==> config.mk <==
export PLATFORM = sky130hd
export DESIGN_NAME = trd_ram
export DESIGN_NICKNAME = d
export VERILOG_FILES = /design/src/trd_ram.sv
export SDC_FILE = /design/constraint.sdc
export NUM_CORES = 1
export LEC_CHECK = 0
export BUFFER_PORTS_ARGS = -buffer_cell sky130_fd_sc_hd__clkbuf_2
export CORE_ASPECT_RATIO = 0.75
export CORE_MARGIN = 2
export CORE_UTILIZATION = 60
export CTS_CLUSTER_DIAMETER = 100
export CTS_CLUSTER_SIZE = 25
export DETAILED_ROUTE_END_ITERATION = 16
export GPL_TIMING_DRIVEN = 0
export PLACE_DENSITY_LB_ADDON = 0.08
export RECOVER_POWER = 50
export SYNTH_ARGS = -nofsm -noshare
export SYNTH_HDL_FRONTEND = slang
export SYNTH_SLANG_ARGS = --single-unit
==> constraint.sdc <==
create_clock -name clk -period 2.4 [get_ports clk]
set_clock_uncertainty 0.1 [all_clocks]
set_input_delay 0.24 -clock clk [delete_from_list [all_inputs] [get_ports clk]]
set_output_delay 0.24 -clock clk [all_outputs]
set_load 0.005 [all_outputs]
==> src/trd_ram.sv <==
// Generic single-port-write, single-port-read RAM with registered read.
// No dependencies.
module trd_ram #(
  parameter int WIDTH = 8,
  parameter int DEPTH = 16
) (
  input  logic                     clk,
  input  logic                     we,
  input  logic [$clog2(DEPTH)-1:0] waddr,
  input  logic [WIDTH-1:0]         wdata,
  input  logic [$clog2(DEPTH)-1:0] raddr,
  output logic [WIDTH-1:0]         rdata
);
  logic [WIDTH-1:0] mem [DEPTH];

  always_ff @(posedge clk) begin
    if (we) begin
      mem[waddr] <= wdata;
    end
    rdata <= mem[raddr];
  end
endmodule

==> results of run 1 <==
worst max-delay path, stage by stage:
cell and delay, ns:
clkbuf_1 0.10, or3b_2 0.53, nor2_1 0.67
logic make-up (layout without fill, tap and decap cells):
group           count (synthesis)  in the layout  synth area share (%)
buf+inv                        10             68                  1.68
mux                            32             32                  15.0
compound gates                 16             16                  2.33
simple gates                   35             35                  3.18
flops                         136            136                  77.8
flip-flops by register name (all words and copies together) (netlist names):
| signal | flops |
|---|---|
| mem | 128 |
| rdata | 8 |
power groups by stage:
stage | logic [mW] | registers (mW) | clock network (mW)
finish | 0.248 | 2.67 | 2.87
global route | 0.270 | 2.67 | 2.99
CTS | 0.253 | 2.67 | 2.90
detailed placement | 0.252 | 2.72 | 0
global placement | 0.246 | 2.72 | 0
floorplan | 0.135 | 2.72 | 0
worst max-delay path by stage:
stage               startpoint                   to  slack [ns]  depth (start not counted)
floorplan             waddr[2]  mem[0][0]$_DFFE_PP_        0.57                          2
global placement      waddr[2]  mem[0][7]$_DFFE_PP_        0.06                          3
detailed placement    waddr[2]  mem[0][7]$_DFFE_PP_        0.06                          3
CTS                   waddr[2]  mem[0][6]$_DFFE_PP_        0.49                          3
global route          waddr[3]  mem[4][1]$_DFFE_PP_        0.61                          3
finish                waddr[2]  mem[3][1]$_DFFE_PP_        0.79                          3
layer usage:
metal / part of all wire, % / up-vias
li1: - / 1067
met1: 46 / 1239
met2: 45 / 95
met3: 8.1 / 10
met4: 0.67 / 0
met5: 0 / -
stage by stage:
step	area [um^2]	util [%]
floorplan	5150	-
global placement	5400	64.5
detailed placement	5400	64.5
CTS	6060	72.3
global route	6060	72.3
finish	6060	72.3
synthesized netlist by cell type:
master           instances  area share [%]
clkdlybuf4s25_2          3            0.58
buf_6                    3            0.66
nand2_1                  9            0.66
nand3b_1                 2            0.29
nor2_1                  13            0.95
buf_4                    1            0.15
and2b_1                  1            0.15
or3b_2                   1            0.17
nand3_1                  1           0.097
mux4_1                  14             7.1
dfxtp_1                  8             3.1
nand2b_1                 2            0.24
nor2b_1                  1            0.12
buf_2                    3            0.29
edfxtp_1               128              75
nor3_1                   4            0.39
and2_1                   1            0.12
mux4_2                  18             7.9
a22oi_1                 16             2.3
layout make-up:
| type | count | share of cell area [%] |
|---|---|---|
| Tap cell | 108 | 2.23 |
| Timing Repair Buffer | 26 | 1.98 |
| Sequential cell | 136 | 66.1 |
| Clock inverter | 14 | 3.78 |
| Clock buffer | 18 | 7.08 |
| Multi-Input combinational cell | 83 | 17.4 |
| Buffer | 10 | 1.42 |
==> reports/metrics.csv, run 1 <==
metric,value,unit
# diodes,0,
max-cap violations,0,
CTS tree,done,
reg2reg start,mem[5][1]$_DFFE_PP_,
Final Max Slew Viols,0,
minimum clock period,1.61,ns
"most common cell after layout, fill and taps aside",edfxtp_1,
Hold Path End,mem[8][5]$_DFFE_PP_,
flop-to-flop setup slack,0.92,ns
worst min-delay path class,in2reg,
Slew HR,17.9,%
Syn. warnings,0,
multi-input logic area,1060,um^2
WP data arrival,1.54,ns
PnR Total Power,5.79,mW
Site Rows,29,
"CTS clk-pin slew, worst paths",0.06,ns
CTS root buffer,clkbuf_16,
final worst path period share,67.0,%
reg2reg path depth,3,
Post-CTS Setup Repair Bufs,0,
"Most Used Layer, Global Route",met1,
ANT nets after route,0,
max frequency,0.622,GHz
clock share of power,49.6,%
worst-skew pair later-pin latency,0.41,ns
Cells after DPL,361,
CTS resizes,0,
internal power,4.70,mW
post-synthesis area per instance,22.5,um^2
reg2reg end,rdata[1]$_DFF_P_,
Setup CP Type,in2reg,
crit-path max FO,8,
final setup fails,0,
Non-Filler Instances,395,
port bufs,24,
Area Growth Syn to Fin,17.7,%
initial antenna violation count,0,
NetSw,1.09,mW
sequential share of power,46.1,%
post-placement setup slack,0.0618,ns
final wirelength,9760,um
Die Y,84.2,um
most frequent cells in the layout,"edfxtp_1, mux4_2, clkbuf_16",
PD cells,955,nW/um^2
Mapped Area,5150,um^2
I/O Pins,26,
number of global-route vias before repair,2424,
Synth Net Count,247,
CTS buffer count,17,
nets,292,
final hold slack,0.181,ns
H-Tree Depth,4,
Initial Utilization,61.4,%
DRT iter0 DRCs,260,
sequential standard cell area,4000,um^2
RSZ-0062 raised after global routing,no,
worst min-delay path startpoint,waddr[1],
residual DRC count,0,
peak supply drop,0.829,mV
# hold bufs at CTS,0,
clk sinks,136,
first-pass GRT wire length,14800,um
CTS max path bufs,2,
router iterations before antenna repair,4,
gpl congestion,0.723,
worst-margin pin slew,1.22,ns
layout cell share with drive strength beyond 1,26.1,%
Detailed Place HPWL,6070,um
met1 Resource Use GR,36.8,%
Total GRT Usage,23.1,%
Fillers,479,
Global Route met2 Usage,32.3,%
outcome,completed,
Die W,111,um
crit end category,flip-flop,
residual overflow from global routing,0,
Synth cell types,19,
TNS Setup,0,ns
core box area,8380,um^2
largest net degree at the start of global routing,17,
routed via count,2411,
Worst Hold Depth,2,
Die Footprint,9340,um^2
cell leakage power,2.03,nW
setup ws final,0.791,ns
Synth Instances,229,
#FFs+latches synth,136,
Avg Vias per Cell,6.10,
required time worst endpoint,2.33,ns
final hold vios,0,
met3 usage,6.43,%
post-synthesis sequential area ratio,77.8,%
WL/cell,24.7,um
combinational power share,4.3,%
switching power share of the total,18.9,%
Startpoint Class,input port,
No activity file was read; power rests on OpenSTA's default activity.
==> run 2, diff against run 1 <==
==> constraint.sdc (replaced) <==
create_clock -name clk -period 1.5 [get_ports clk]
set_clock_uncertainty 0.1 [all_clocks]
set_input_delay 0.15 -clock clk [delete_from_list [all_inputs] [get_ports clk]]
set_output_delay 0.15 -clock clk [all_outputs]
set_load 0.005 [all_outputs]
==> run 2 against run 1 <==
Clock power increased by 35%. Setup slack got worse by 0.77 ns. First-iteration DRC count down 18%. Register-to-register slack got worse by 0.88 ns. Critical endpoint is now mem[3][2]$_DFFE_PP_.
==> reports/metrics.csv, run 2 (same netlist as run 1, synthesis figures left out) <==
metric,value,unit,change
ANT nets after route,0,,unchanged
clk sinks,136,,unchanged
CTS buffer count,17,,unchanged
port bufs,24,,unchanged
max-cap violations,0,,unchanged
max frequency,0.678,GHz,
Global Route met2 Usage,33.1,%,+0.84 points
WP data arrival,1.41,ns,-0.13 ns
Initial Utilization,61.4,%,unchanged
final setup fails,0,,unchanged
Die Y,84.2,um,unchanged
peak supply drop,1.11,mV,+34%
Site Rows,29,,unchanged
met1 Resource Use GR,34.1,%,-2.7 points
cell leakage power,1.98,nW,-2.4%
nets,290,,-0.68%
crit end category,flip-flop,,
outcome,completed,,
Avg Vias per Cell,6.29,,+3.1%
Slew HR,44.6,%,+27 points
minimum clock period,1.48,ns,
number of flip-flops in the largest register,128,,unchanged
worst setup path start,waddr[2],,
Total GRT Usage,23.1,%,about the same
residual overflow from global routing,0,,unchanged
met3 usage,7.15,%,+0.72 points
Final Cell Area,5980,um^2,-1.4%
worst min-delay path startpoint,raddr[0],,
CTS tree,done,,
CTS root buffer,clkbuf_16,,
# diodes,0,,unchanged
layout cell share with drive strength beyond 1,28.1,%,+1.9 points
flop-to-flop setup slack,0.04,ns,-0.88 ns
reg2reg end,rdata[3]$_DFF_P_,,
Layout Utilization,71.3,%,-0.99 points
first-pass GRT wire length,14700,um,-0.93%
Top Registers,"mem (128), rdata (8)",,
Die Footprint,9340,um^2,unchanged
Startpoint Class,input port,,
"CTS clk-pin slew, worst paths",0.06,ns,about the same
"Most Used Layer, Global Route",met1,,
RSZ-0062 raised after global routing,yes,,
I/O Pins,26,,unchanged
residual DRC count,0,,unchanged
TNS Setup,0,ns,unchanged
reg2reg path depth,3,,unchanged
final hold vios,0,,unchanged
"most common cell after layout, fill and taps aside",edfxtp_1,,
routed via count,2473,,+2.6%
# hold bufs at CTS,0,,unchanged
crit-path max FO,8,,unchanged
initial antenna violation count,0,,unchanged
Detailed Place HPWL,6200,um,+2.0%
H-Tree Depth,4,,unchanged
reg2reg start,mem[5][3]$_DFFE_PP_,,
"Most flops, register",mem,,
worst-skew pair later-pin latency,0.41,ns,about the same
most frequent cells in the layout,"edfxtp_1, mux4_2, clkbuf_16",,
worst min-delay path class,in2reg,,
final wirelength,9930,um,+1.7%
Area Growth Syn to Fin,16.1,%,
WL/cell,25.3,um,+2.2%
PD cells,1430,nW/um^2,+50%
Final Max Slew Viols,0,,unchanged
worst-margin pin slew,0.828,ns,-0.394 ns
router iterations before antenna repair,4,,unchanged
post-placement setup slack,-0.515,ns,-0.576 ns
Post-CTS Setup Repair Bufs,0,,unchanged
crit path to,mem[3][2]$_DFFE_PP_,,
largest net degree at the start of global routing,17,,unchanged
DRT iter0 DRCs,212,,-18%
Fillers,502,,+4.8%
final worst path period share,98.4,%,
number of global-route vias before repair,2422,,-0.083%
Setup CP Type,in2reg,,
setup ws final,0.0241,ns,-0.767 ns
sequential standard cell area,4000,um^2,unchanged
Post-DP Area,5410,um^2,about the same
gpl congestion,0.761,,+5.2%
core box area,8380,um^2,unchanged
Die W,111,um,unchanged
multi-input logic area,1100,um^2,+3.7%
required time worst endpoint,1.44,ns,-0.89 ns
CTS max path bufs,2,,unchanged
## run 2: cell count changes in the layout (fill, tap and decap cells not counted), moves of 2 or more
cell / before / now
a22oi_1: 16 / 12
a22oi_2: 0 / 4
bufinv_16: 6 / 2
clkbuf_2: 14 / 16
clkinv_1: 1 / 3
clkinvlp_4: 4 / 2
nor3_1: 4 / 0
nor3_2: 0 / 4
## run 2: critical path, cell delays in order
cell,delay (ns)
clkbuf_2,0.11
or3b_2,0.54
nor2_1,0.61
## run 2: how the worst min path moves through the flow
stage / endpoint / slack, ns / cells after the start
after floorplan: mem[0][0]$_DFFE_PP_ / 0.15 / 0
after global routing: rdata[0]$_DFF_P_ / 0.18 / 4
final: rdata[0]$_DFF_P_ / 0.15 / 4
after detailed placement: rdata[0] / 0.42 / 1
after CTS: mem[11][5]$_DFFE_PP_ / 0.07 / 1
after global placement: rdata[7] / 0.42 / 1
## run 2: layer usage
metal  vias up  wire length [um]
met5         -                 0
met4         0               168
met3        17               474
met2        85              4630
met1      1312              4650
li1       1059                 -
## run 2: report_power, final
part / leakage, nW / total, mW / internal [mW] / switching, mW
sequential: 1.22 / 4.27 / 4.25 / 0.0214
combinational: 0.497 / 0.413 / 0.169 / 0.245
clock: 0.263 / 3.87 / 2.41 / 1.46
total: 1.98 / 8.56 / 6.83 / 1.73
## run 2: final cells by class
| type | instances | share of cell area, % |
|---|---|---|
| repair buffers | 24 | 1.84 |
| plain buffers | 10 | 1.44 |
| clock buffers | 21 | 7.37 |
| well taps | 108 | 2.26 |
| flip-flops and latches | 136 | 67.0 |
| multi-input cells | 83 | 18.3 |
| clock inverters | 11 | 1.78 |
## run 2: metrics by stage
stage / total power [mW] / hold slack, ns / instances
after floorplan: 4.56 / 0.149 / 229
after global placement: 4.74 / 0.422 / 361
after detailed placement: 4.76 / 0.423 / 361
after CTS: 8.58 / 0.0718 / 393
after global routing: 8.78 / 0.180 / 393
final: 8.56 / 0.148 / 393
## run 2: what timing repair did
action,4_1_cts,5_1_grt
gates cloned,0,0
endpoints found under the setup margin,24,36
resized for setup,3,6
hold endpoints to repair,0,0
==> run 3, diff against run 2 <==
--- a/config.mk
+++ b/config.mk
@@ -13,7 +13,7 @@
 export CTS_CLUSTER_SIZE = 25
 export DETAILED_ROUTE_END_ITERATION = 16
 export GPL_TIMING_DRIVEN = 0
-export PLACE_DENSITY_LB_ADDON = 0.08
+export PLACE_DENSITY = 0.76
 export RECOVER_POWER = 50
 export SYNTH_ARGS = -nofsm -noshare
 export SYNTH_HDL_FRONTEND = slang
==> run 3 against run 2 <==
Global-route usage grew 0.11 points. Fmax grew 0.37%. Clock power shrank 7.0%. Design area shrank 0.61%. Utilization shrank 0.43 points. Setup slack gained 0.0055 ns. Critical path depth is the same. First-iteration DRC count shrank 22%. Largest power group unchanged. Wire length shrank 2.1%. Non-clock buffer count is the same. Critical path type is now reg2reg. Sequential power is essentially flat.
==> reports/metrics.csv, run 3 (same netlist as run 1, synthesis figures left out) <==
metric,value,unit,change
residual overflow from global routing,0,,unchanged
"CTS clk-pin slew, worst paths",0.05,ns,about the same
outcome,completed,,
final wirelength,9720,um,-2.1%
crit-path max FO,1,,-7
Slew HR,45.9,%,+1.4 points
WL/cell,24.7,um,-2.1%
Total GRT Usage,23.2,%,+0.11 points
gpl congestion,0.752,,-1.1%
cell leakage power,1.96,nW,-1.2%
# diodes,0,,unchanged
required time worst endpoint,1.69,ns,+0.25 ns
Top Registers,"mem (128), rdata (8)",,
WP data arrival,1.66,ns,+0.25 ns
CTS tree,done,,
clk sinks,136,,unchanged
most frequent cells in the layout,"edfxtp_1, mux4_2, clkbuf_16",,
PD cells,1390,nW/um^2,-2.7%
residual DRC count,0,,unchanged
Fillers,540,,+7.6%
Layout Utilization,70.9,%,-0.43 points
layout cell share with drive strength beyond 1,26.3,%,-1.8 points
router iterations before antenna repair,5,,+1
DRT iter0 DRCs,165,,-22%
Die Footprint,9340,um^2,unchanged
met1 WL,4160,um,-10%
number of flip-flops in the largest register,128,,unchanged
Startpoint Class,flip-flop,,
slowest cell on the critical path,mux4_1,,
Cells after DPL,361,,unchanged
"Most flops, register",mem,,
worst-margin pin slew,0.808,ns,-0.0207 ns
Detailed Place HPWL,6060,um,-2.2%
met2 WL,4590,um,-0.86%
routed via count,2412,,-2.5%
Final Max Slew Viols,0,,unchanged
crit end category,flip-flop,,
CTS root buffer,clkbuf_16,,
Post-CTS Setup Repair Bufs,0,,unchanged
Post-DP Area,5410,um^2,unchanged
crit path buf inv count,0,,-1
Final Cell Area,5940,um^2,-0.61%
ANT nets after route,0,,unchanged
largest net degree at the start of global routing,17,,unchanged
Site Rows,29,,unchanged
met3 WL post-DR,869,um,+83%
CTS max path bufs,2,,unchanged
Setup CP Type,reg2reg,,
minimum clock period,1.47,ns,-0.00547 ns
Worst path top cell family by delay,multiplexers,,
nets,290,,unchanged
I/O Pins,26,,unchanged
Initial Utilization,61.4,%,unchanged
final setup fails,0,,unchanged
peak supply drop,1.09,mV,-2.3%
Area Growth Syn to Fin,15.4,%,
"most common cell after layout, fill and taps aside",edfxtp_1,,
CP Cell Sequence,mux4_1 -> a22oi_2 -> nand2_1,,
initial antenna violation count,0,,unchanged
Die W,111,um,unchanged
Top Layer Used,met4,,
final worst path period share,98.0,%,-0.36 points
Avg Vias per Cell,6.14,,-2.5%
final hold vios,0,,unchanged
max frequency,0.680,GHz,+0.37%
worst min-delay path class,in2reg,,
max-cap violations,0,,unchanged
PnR Total Power,8.28,mW,-3.3%
number of global-route vias before repair,2507,,+3.5%
worst-skew pair later-pin latency,0.41,ns,about the same
CTS buffer count,17,,unchanged
first-pass GRT wire length,14800,um,+0.89%
Die Y,84.2,um,unchanged
core box area,8380,um^2,unchanged
port bufs,24,,unchanged
H-Tree Depth,4,,unchanged
Critical Path Max Stage Delay,0.58,ns,-0.03 ns
Non-Filler Instances,393,,unchanged
[run 3: cell types whose count changed in the layout (fill, tap and decap cells not counted), moves of 2 or more]
cell,delta
clkbuf_2,-3
nor2_2,+2
nor2_1,-2
a22oi_1,+2
clkinv_1,+5
a22oi_2,-2
[run 3: tightest hold or removal path, cell delays in order]
cell,delay [ns]
buf_6,0.11
mux4_2,0.21
a22oi_1,0.08
nand2_1,0.07
[run 3: routing by layer]
layer | global-route usage (%) | vias to the layer above
met4 | 9.66 | 0
met5 | 0 | -
met3 | 8.23 | 6
met1 | 33.2 | 1244
met2 | 33.5 | 100
li1 | - | 1062
[run 3: area by class of cell]
class | count | area [um^2] | area share (%)
multi-input cells | 83 | 1090 | 18.4
plain buffers | 10 | 86.3 | 1.45
repair buffers | 24 | 106 | 1.79
flip-flops and latches | 136 | 4000 | 67.4
clock inverters | 14 | 90.1 | 1.52
clock buffers | 18 | 429 | 7.22
well taps | 108 | 135 | 2.27
[run 3: stage by stage]
stage | setup TNS [ns] | setup slack [ns] | hold slack [ns]
6_report | 0 | 0.0295 | 0.142
5_1_grt | -0.00192 | -0.00192 | 0.147
4_1_cts | 0 | 0.00763 | 0.0973
3_5_place_dp | -33.31 | -0.580 | 0.420
3_3_place_gp | -31.18 | -0.493 | 0.422
2_1_floorplan | -0.387 | -0.0161 | 0.149
[run 3: where the power goes]
group          total, mW  switching (mW)  leakage [nW]  internal [mW]
Sequential          4.27          0.0205          1.22           4.25
Combinational      0.406           0.241         0.486          0.165
Clock               3.60            1.39         0.249           2.21
[run 3: repair_timing]
action,CTS,global route
gates resized for setup,3,6
endpoints found under the setup margin,17,34
hold buffers,0,0
[run 3: final timing paths]
path                             from          endpoint  slack (ns)  cells past startpoint
setup / recovery  mem[5][0]$_DFFE_PP_  rdata[0]$_DFF_P_        0.03                      3
hold / removal               raddr[0]  rdata[7]$_DFF_P_        0.14                      4
setup reg to reg  mem[5][0]$_DFFE_PP_  rdata[0]$_DFF_P_        0.03                      3
hold reg to reg   mem[8][1]$_DFFE_PP_  rdata[1]$_DFF_P_        0.57                      3
